### config.mk
export PLATFORM = sky130hd
export DESIGN_NAME = xor_sprite_blit_address_mask_unit
export DESIGN_NICKNAME = d
export VERILOG_FILES = /design/src/sv/xsb_pkg.sv /design/src/sv/xor_sprite_blit_address_mask_unit.sv /design/src/sv/xsb_ctrl.sv /design/src/sv/xsb_datapath.sv
export SDC_FILE = /design/constraint.sdc
export NUM_CORES = 1
export LEC_CHECK = 0
export BUFFER_PORTS_ARGS = -buffer_cell sky130_fd_sc_hd__buf_2
export CORE_ASPECT_RATIO = 0.8
export CORE_UTILIZATION = 30
export CTS_CLUSTER_SIZE = 14
export DETAILED_ROUTE_END_ITERATION = 10
export GPL_ROUTABILITY_DRIVEN = 0
export SYNTH_ARGS = -nofsm -noshare
export SYNTH_HDL_FRONTEND = slang
export SYNTH_SLANG_ARGS = --single-unit
### constraint.sdc
create_clock -name clk -period 6 [get_ports clk]
set_clock_uncertainty 0.1 [all_clocks]
set_input_delay 0.3 -clock clk [delete_from_list [all_inputs] [get_ports clk]]
set_output_delay 0.3 -clock clk [all_outputs]
set_load 0.03 [all_outputs]
### src/sv/xsb_pkg.sv
// xsb_pkg: types and constants shared by the xor sprite blit address and mask unit
package xsb_pkg;

  typedef struct packed {
    logic [7:0] pos_x;
    logic [7:0] pos_y;
  } xsb_pos_t;

  typedef struct packed {
    logic [15:0] write_address;
    logic [7:0]  xor_mask;
    logic        last;
  } xsb_wr_t;

  typedef struct packed {
    logic load;
    logic emit;
  } xsb_cmd_t;

  typedef struct packed {
    logic offset_zero;
    logic final_row;
    logic second_half;
    logic out_blocked;
  } xsb_status_t;

  localparam logic       REG_SCREEN_BASE    = 1'b0;
  localparam logic       REG_SPRITE_PATTERN = 1'b1;

  localparam logic [15:0] BASE_RESET     = 16'h2000;
  localparam logic [63:0] PATTERN_RESET  = 64'h7EC3_81DB_7E99_42E7;
  localparam logic [15:0] CELL_ROW_STEP  = 16'd312;
  localparam logic [15:0] SPILL_DISTANCE = 16'd8;

endpackage

### src/sv/xor_sprite_blit_address_mask_unit.sv
// xor_sprite_blit_address_mask_unit: top level of the xor sprite blit address generator
//
// A sprite position beat (pos_x, pos_y) on the pos channel starts one blit; the
// unit then sends the bitmap writes on the wr channel, each an address and an
// xor mask for a read-modify-write downstream. last marks the final beat.
// There are 8 write beats when pos_x mod 8 is zero, otherwise 16: for each row
// the shifted byte, then its spill 8 bytes further on.
// The first write beat enters the output register after the sequencer moves to its run state, and
// the rest follow one per cycle from the sequencer while wr is not stalled.
// pos_stall stays high from acceptance until the last beat is loaded into the
// output register, so the sequencer runs one blit at a time.
// A stall on wr holds the output register and pauses the sequencer.
// Configuration (screen_base, sprite_pattern) is written through cfg_write, cfg_index
// and cfg_data, by the user only while the unit is idle; the unit does not enforce this.
// Reset is synchronous: the sequencer goes idle, the output is emptied and the
// registers take their defaults (base 0x2000, built-in sprite pattern).
module xor_sprite_blit_address_mask_unit
  import xsb_pkg::*;
(
  input  logic        clk,
  input  logic        rst,
  input  logic        pos_valid,
  output logic        pos_stall,
  input  xsb_pos_t    pos,
  output logic        wr_valid,
  input  logic        wr_stall,
  output xsb_wr_t     wr,
  input  logic        cfg_write,
  input  logic        cfg_index,
  input  logic [63:0] cfg_data
);

  xsb_cmd_t    cmd;
  xsb_status_t status;

  xsb_ctrl u_ctrl (
    .clk       (clk),
    .rst       (rst),
    .pos_valid (pos_valid),
    .pos_stall (pos_stall),
    .status    (status),
    .cmd       (cmd)
  );

  xsb_datapath u_datapath (
    .clk       (clk),
    .rst       (rst),
    .cfg_write (cfg_write),
    .cfg_index (cfg_index),
    .cfg_data  (cfg_data),
    .pos       (pos),
    .cmd       (cmd),
    .status    (status),
    .wr_valid  (wr_valid),
    .wr_stall  (wr_stall),
    .wr        (wr)
  );

endmodule

### src/sv/xsb_ctrl.sv
// xsb_ctrl: sequencer state machine for the sprite write beats
module xsb_ctrl
  import xsb_pkg::*;
(
  input  logic        clk,
  input  logic        rst,
  input  logic        pos_valid,
  output logic        pos_stall,
  input  xsb_status_t status,
  output xsb_cmd_t    cmd
);

  localparam logic ST_IDLE = 1'b0;
  localparam logic ST_RUN  = 1'b1;

  logic state;
  logic state_next;
  logic last_beat;

  assign last_beat = status.final_row && (status.second_half || status.offset_zero);

  always_comb begin
    cmd.load   = (state == ST_IDLE) && pos_valid;
    cmd.emit   = (state == ST_RUN) && !status.out_blocked;
    state_next = state;
    unique case (state)
      ST_IDLE: begin
        if (pos_valid) begin
          state_next = ST_RUN;
        end
      end
      ST_RUN: begin
        if (cmd.emit && last_beat) begin
          state_next = ST_IDLE;
        end
      end
      default: state_next = ST_IDLE;
    endcase
  end

  assign pos_stall = (state != ST_IDLE);

  always_ff @(posedge clk) begin
    if (rst) begin
      state <= ST_IDLE;
    end else begin
      state <= state_next;
    end
  end

endmodule

### src/sv/xsb_datapath.sv
// xsb_datapath: configuration registers, row address stepping and output register
module xsb_datapath
  import xsb_pkg::*;
(
  input  logic        clk,
  input  logic        rst,
  input  logic        cfg_write,
  input  logic        cfg_index,
  input  logic [63:0] cfg_data,
  input  xsb_pos_t    pos,
  input  xsb_cmd_t    cmd,
  output xsb_status_t status,
  output logic        wr_valid,
  input  logic        wr_stall,
  output xsb_wr_t     wr
);

  logic [15:0] screen_base;
  logic [63:0] sprite_pattern;
  logic [15:0] row_address;
  logic [15:0] row_address_next;
  logic [2:0]  row_index;
  logic [2:0]  row_index_next;
  logic        second_half;
  logic [2:0]  bit_offset;
  logic [2:0]  y_low;
  logic [15:0] start_address;
  logic [7:0]  row_data;
  logic [15:0] shifted;
  logic        crossing;
  logic        final_row;

  assign start_address = screen_base
                       + {13'd0, pos.pos_y[2:0]}
                       + {8'd0, pos.pos_x[7:3], 3'd0}
                       + {3'd0, pos.pos_y[7:3], 8'd0}
                       + {5'd0, pos.pos_y[7:3], 6'd0};

  assign row_data  = sprite_pattern[6'd63 - {row_index, 3'd0} -: 8];
  assign shifted   = {row_data, 8'd0} >> bit_offset;
  assign final_row = (row_index == 3'd7);

  // next row enters the next cell row
  assign row_index_next   = row_index + 3'd1;
  assign crossing         = (y_low != 3'd0) && (row_index_next == (3'd0 - y_low));
  assign row_address_next = row_address + 16'd1 + (crossing ? CELL_ROW_STEP : 16'd0);

  assign status.offset_zero = (bit_offset == 3'd0);
  assign status.final_row   = final_row;
  assign status.second_half = second_half;
  assign status.out_blocked = wr_valid && wr_stall;

  always_ff @(posedge clk) begin
    if (rst) begin
      screen_base    <= BASE_RESET;
      sprite_pattern <= PATTERN_RESET;
    end else if (cfg_write) begin
      unique case (cfg_index)
        REG_SCREEN_BASE:    screen_base    <= cfg_data[15:0];
        REG_SPRITE_PATTERN: sprite_pattern <= cfg_data;
        default: ;
      endcase
    end
  end

  always_ff @(posedge clk) begin
    if (rst) begin
      row_index   <= 3'd0;
      second_half <= 1'b0;
      wr_valid    <= 1'b0;
    end else begin
      if (cmd.load) begin
        row_index   <= 3'd0;
        second_half <= 1'b0;
      end else if (cmd.emit) begin
        if (!second_half && (bit_offset != 3'd0)) begin
          second_half <= 1'b1;
        end else begin
          second_half <= 1'b0;
          row_index   <= row_index_next;
        end
      end
      if (cmd.emit) begin
        wr_valid <= 1'b1;
      end else if (!wr_stall) begin
        wr_valid <= 1'b0;
      end
    end
  end

  always_ff @(posedge clk) begin
    if (cmd.load) begin
      row_address <= start_address;
      bit_offset  <= pos.pos_x[2:0];
      y_low       <= pos.pos_y[2:0];
    end else if (cmd.emit && (second_half || (bit_offset == 3'd0))) begin
      row_address <= row_address_next;
    end
    if (cmd.emit) begin
      wr.write_address <= second_half ? (row_address + SPILL_DISTANCE) : row_address;
      wr.xor_mask      <= second_half ? shifted[7:0] : shifted[15:8];
      wr.last          <= final_row && (second_half || (bit_offset == 3'd0));
    end
  end

endmodule

==> results of run 1 <==
[path summary, 6_finish.rpt]
path | endpoint | slack (ns) | cells after the start
setup / recovery | u_datapath.row_address[9] | 2.00 | 10
hold / removal | u_datapath.sprite_pattern[52] | 0.01 | 3
setup reg to reg | u_datapath.row_address[9] | 2.00 | 10
hold reg to reg | u_datapath.sprite_pattern[56] | 0.36 | 2
[layout make-up]
type | count | area [um^2]
multi-input cells | 585 | 4040
repair buffers | 151 | 938
inverters | 20 | 75.1
well taps | 318 | 398
clock buffers | 18 | 439
flip-flops and latches | 133 | 3130
clock inverters | 14 | 119
diodes | 2 | 5.00
fillers | 2523 | 15200
[report_power, final]
part	leakage, nW	switching [mW]	internal [mW]
logic	2.29	0.245	0.190
registers	1.16	0.0597	1.01
clock network	0.270	0.442	0.551
[logic make-up (layout without fill, tap and decap cells)]
group / Yosys count / in the layout / share of synthesized area (%)
XOR/XNOR: 39 / 39 / 4.57
AND/OR/NAND/NOR: 313 / 313 / 19.3
AO/OA/AOI/OAI: 132 / 132 / 10.7
other: 0 / 2 / 0
adder cells (fa/ha/maj): 37 / 37 / 6.80
buffers and inverters: 73 / 203 / 4.07
flip-flops: 133 / 133 / 41.9
multiplexers: 64 / 64 / 12.6
[registers in the layout, summed over array words and instances (netlist names)]
register,flops
u_datapath.second_half,1
u_datapath.screen_base,16
u_datapath.sprite_pattern,64
u_datapath.wr_valid,1
u_datapath.y_low,3
u_datapath.row_index,3
u_datapath.bit_offset,3
u_datapath.row_address,16
u_ctrl.pos_stall,1
u_datapath.wr,25
[worst max-delay path, delay by kind of cell, from the launching register on]
kind,cells,cell delay (ns)
adders and majority gates,2,0.81
DFF,1,0.82
xor gates and xnor gates,2,0.33
and+or+nand+nor,2,0.86
AOI/OAI and AO/OA,4,0.79
[per-layer routing]
metal / track usage [%] / vias to the layer above / share of wire, %
li1: - / 3042 / -
met1: 23.5 / 2821 / 51
met2: 21.3 / 172 / 41
met3: 3.78 / 25 / 6.9
met4: 5.13 / 4 / 1.5
met5: 0 / - / 0.12
[through the flow]
step	instance area, um^2	setup WS [ns]	total power [mW]
final	9150	2.00	2.50
after global routing	9140	1.74	2.62
after floorplan	7470	2.96	1.38
after CTS	9130	2.09	2.52
after detailed placement	8240	2.15	1.51
after global placement	8240	2.32	1.50
[cell usage after synthesis (all sizes together) (4+ instances only)]
library cell	instances	area (um^2)
nor2b	6	37.5
nor2	24	90.1
dfxtp	86	1720
xor2	25	219
mux4	23	522
clkbuf	40	150
xnor2	14	123
ha	31	388
edfxtp	47	1410
a21o	7	52.6
nand2b	10	62.6
nand2	197	739
o21ai	20	100
nand3b	37	278
mux2i	31	310
fa	6	120
nor3	9	45.0
a211oi	4	30.0
a31oi	4	25.0
nand3	9	45.0
mux2	10	113
nand4	8	50.1
inv	20	75.1
o22ai	9	62.6
a21oi	64	320
buf	13	78.8
==> qor.txt, run 1 <==
# IOs: 113
Achievable Freq: 250 MHz
Ys async rst share: 0%
CTS tree: built
Worst vdd ir: 0.193 mV
Placed Cells: 1173
Final core utilization: 37.5%
Die ar.: 25600 um^2
H-tree depth: 4
I/O Buffers: 112
Worst slew margin: 24.2%
Startpoint of the worst hold path: cfg_data[52]
Slew @ Worst Pin: 1.13 ns
Core Area: 24400 um^2
Die Y-Extent: 143 um
Most common cell after layout, fill and taps aside: nand2_1
Setup repair bufs after CTS: 0
Setup TNS Final: 0 ns
Post-synth EDFFs: 47
FF+latch count, synth: 133
Most frequent cells in the layout: nand2_1, buf_2, dfxtp_1
CP arrival: 4.03 ns
CTS Hold Bufs: 33
Post-detailed-routing wire length: 19100 um
First-pass GRT wire length: 30500 um
Post-layout nets: 1031
Clk_lat worst skew: 0.43 ns
Ys flop type: dfxtp_1
Routed vias/inst: 4.89
PostCTS Resize Cnt: 0
Syn avg cell area: 9.45 um^2
Worst Setup SP: u_datapath.row_index[2]
Cell area power density: 273 nW/um^2
CP cell instances: ha_1 -> xor2_1 -> nor4_1 -> ha_1 -> o21ai_0 -> a21o_1 -> nand2b_1 -> a41oi_1 -> xor2_1 -> a21oi_1
Critical path class: reg2reg
Tmin final: 4.00 ns
Slew Viols, Final: 0
TritonCTS Buffers: 17
Mapped Nets: 914
WP data required: 6.03 ns
Hpwl dp: 14000 um
Mapped cell area: 7470 um^2
Largest net degree at the start of global routing: 87
Critical Path End Type: flip-flop
RSZ-0062 raised after global routing: false
Row cnt: 51
WL/cell: 15.4 um
Initial Util: 30.7%
Sequential area share after synthesis: 41.9%
DR vias: 6064
Hold WC Path Type: in2reg
Leak: 3.72 nW
Run status: complete, no violations
CTS Buffer Depth: 2
Cells after Synth: 791
Post-route ant nets: 0
Clk slew on worst S/H paths: 0.07 ns
Number of iterations in the first detailed-routing pass: 5
DR iter-0 viols: 441
Total global-route track usage: 15.6%
Die W: 178 um
Max Fanout on Critical Path: 17
Drt drc: 0
GRT overflow: 0
Initial antenna violation count: 4
MaxCap Viol Count: 0
Final Hold Violating Endpoints: 0
Final count of negative-setup-slack endpoints: 0
Critical path launch point type: flip-flop
Number of global-route vias before repair: 5669
Final hold slack: 0.0127 ns
Unique masters post-synth: 56
CP max stage cell: dfxtp_1
Crit path largest cell delay: 0.82 ns
Clk root buf: clkbuf_16
CTS Sinks: 133
YS warnings: 0
Worst r2r src: u_datapath.row_index[2]
Fraction of layout cells with a size suffix above 1: 20.5%
Layout Cells excl Fill: 1241
P&R area growth vs syn: 22.4%
Crit share post-route: 66.7%
Note: power is estimated with default switching activity, not from simulation.
==> run 2: changes to the inputs <==
==> constraint.sdc (replaced) <==
create_clock -name clk -period 3.95 [get_ports clk]
set_clock_uncertainty 0.1 [all_clocks]
set_input_delay 0.1975 -clock clk [delete_from_list [all_inputs] [get_ports clk]]
set_output_delay 0.1975 -clock clk [all_outputs]
set_load 0.03 [all_outputs]
==> qor.txt, run 2 (synthesis results as in run 1) <==
Run status: complete, no violations (unchanged)
Ant diodes: 0 (was 2)
Die ar.: 25600 um^2 (unchanged)
Post-Place Setup Slack: 0.485 ns (was 2.15 ns)
I/O Buffers: 112 (unchanged)
Crit path largest cell delay: 0.65 ns (was 0.82 ns)
Number of iterations in the first detailed-routing pass: 4 (was 5)
Hold WC Path Type: in2reg (unchanged)
CTS Buffer Depth: 2 (unchanged)
Max FFs per register: 64 (unchanged)
Crit share post-route: 88.6% (was 66.7%)
RSZ-0062 raised after global routing: false (unchanged)
Post-detailed-routing wire length: 19700 um (was 19100 um)
Startpoint of the worst hold path: cfg_index (was cfg_data[52])
Number of global-route vias before repair: 5735 (was 5669)
WP data required: 3.99 ns (was 6.03 ns)
CP arrival: 3.54 ns (was 4.03 ns)
CP max stage cell: nor4_1 (was dfxtp_1)
WL/cell: 15.4 um (about the same)
Tmin final: 3.50 ns (was 4.00 ns)
Worst vdd ir: 0.311 mV (was 0.193 mV)
Cell area power density: 408 nW/um^2 (was 273 nW/um^2)
Worst slew margin: 22.7% (was 24.2%)
Most common cell after layout, fill and taps aside: nand2_1 (unchanged)
Slew Viols, Final: 0 (unchanged)
Most frequent cells in the layout: nand2_1, buf_2, dfxtp_1 (unchanged)
Post-route ant nets: 0 (unchanged)
Final Hold Violating Endpoints: 0 (unchanged)
H-tree depth: 4 (unchanged)
Crit Reg-Reg Endpoint: u_datapath.row_address[9] (unchanged)
Leak: 3.90 nW (was 3.72 nW)
Post-layout nets: 1071 (was 1031)
Clk root buf: clkbuf_16 (unchanged)
Setup repair bufs after CTS: 0 (unchanged)
Worst r2r src: u_datapath.y_low[0] (was u_datapath.row_index[2])
Final count of negative-setup-slack endpoints: 0 (unchanged)
Largest net degree at the start of global routing: 65 (was 87)
# IOs: 113 (unchanged)
Final hold slack: 0.229 ns (was 0.0127 ns)
Initial Util: 30.7% (unchanged)
Critical Path End Type: flip-flop (unchanged)
Critical path buffers and inverters: 1 (was 0)
Post-route setup slack: 0.450 ns (was 2.00 ns)
Max Fanout on Critical Path: 5 (was 17)
Layout Cells excl Fill: 1279 (was 1241)
Critical path's top delay family: adder cells (was simple AND/OR/NAND/NOR gates)
P&R area growth vs syn: 28.1% (was 22.4%)
Die W: 178 um (unchanged)
Slew @ Worst Pin: 1.16 ns (was 1.13 ns)
Drt drc: 0 (unchanged)
Total power: 3.91 mW (was 2.50 mW)
Row cnt: 51 (unchanged)
Achievable Freq: 286 MHz (was 250 MHz)
Hold EP: u_datapath.screen_base[8] (was u_datapath.sprite_pattern[52])
MaxCap Viol Count: 0 (unchanged)
Routed vias/inst: 4.85 (was 4.89)
GRT overflow: 0 (unchanged)
TritonCTS Buffers: 17 (unchanged)
Clk slew on worst S/H paths: 0.06 ns (was 0.07 ns)
Biggest regs: u_datapath.sprite_pattern: 64 flops, u_datapath.wr: 25 flops (unchanged)
DR iter-0 viols: 332 (was 441)
Post-route cell area: 9570 um^2 (was 9150 um^2)
Hpwl dp: 14200 um (was 14000 um)
First-pass GRT wire length: 31000 um (was 30500 um)
CTS Sinks: 133 (unchanged)
Critical path class: reg2reg (unchanged)
Largest Register: u_datapath.sprite_pattern (unchanged)
Die Y-Extent: 143 um (unchanged)
Area after DPL: 8260 um^2 (was 8240 um^2)
Initial antenna violation count: 0 (was 4)
Core Area: 24400 um^2 (unchanged)
Hold depth: 4 (was 3)
Clk_lat worst skew: 0.43 ns (about the same)
R2R setup slack: 0.45 ns (was 2.00 ns)
Worst path most repeated cell: ha_1
Setup TNS Final: 0 ns (unchanged)
CP cell instances: inv_1 -> ha_1 -> ha_1 -> xor2_1 -> nor4_1 -> ha_1 -> o21ai_0 -> a21o_1 -> nand2b_1 -> a41oi_1 -> xor2_1 -> a21oi_1 (was ha_1 -> xor2_1 -> nor4_1 -> ha_1 -> o21ai_0 -> a21o_1 -> nand2b_1 -> a41oi_1 -> xor2_1 -> a21oi_1)
Total global-route track usage: 15.9% (was 15.6%)
Critical path launch point type: flip-flop (unchanged)
Placed Cells: 1175 (was 1173)
Final core utilization: 39.3% (was 37.5%)
Fraction of layout cells with a size suffix above 1: 19.9% (was 20.5%)
CTS tree: built (unchanged)
DR vias: 6205 (was 6064)
R2R cell count: 12 (was 10)
-- run 2: cell count changes in the layout (fill, tap and decap cells not counted), sizes merged --
cell / before / now
clkinv: 3 / 5
clkinvlp: 3 / 2
dlygate4sd3: 34 / 72
diode: 2 / 0
inv: 28 / 23
bufinv: 0 / 2
buf: 117 / 119
clkbuf: 18 / 20
-- run 2: layer usage --
metal  share of wire [%]  vias up  global-route usage [%]
li1                    -     3110                       -
met1                  52     2916                    23.8
met2                  42      164                    22.4
met3                 4.9       15                    3.38
met4                0.98        0                    4.55
met5                   0        -                       0
-- run 2: area by class of cell --
class	count	area, um^2
Sequential cell	133	3130
Clock inverter	12	145
Clock buffer	20	448
Tap cell	318	398
Timing Repair Buffer	191	1330
Fill cell	2418	14800
Inverter	20	75.1
Multi-Input combinational cell	585	4040
-- run 2: repair_timing --
action / in CTS / in global routing
endpoints found under the hold margin: 88 / 0
hold buffers: 72 / 0
setup endpoints to repair: 0 / 0
resized for setup: 0 / 0
-- run 2: where the power goes --
part / switching, mW / total, mW / internal [mW]
Clock: 0.626 / 1.58 / 0.958
Combinational: 0.380 / 0.694 / 0.314
Sequential: 0.0932 / 1.63 / 1.54
Total: 1.10 / 3.91 / 2.81
-- run 2: worst max path at each step --
| stage | from | cells past startpoint | to |
|---|---|---|---|
| after floorplan | u_datapath.y_low[0] | 12 | u_datapath.row_address[9] |
| after global placement | u_datapath.y_low[0] | 12 | u_datapath.row_address[9] |
| after detailed placement | u_datapath.y_low[0] | 12 | u_datapath.row_address[9] |
| after CTS | u_datapath.y_low[0] | 12 | u_datapath.row_address[9] |
| after global routing | u_datapath.y_low[0] | 12 | u_datapath.row_address[9] |
| final | u_datapath.y_low[0] | 12 | u_datapath.row_address[9] |
-- run 2: tightest hold or removal path: cells and delay by family --
kind	cells	cell delay [ns]
simple gates	2	0.34
buf+inv	1	0.11
compound gates	1	0.05
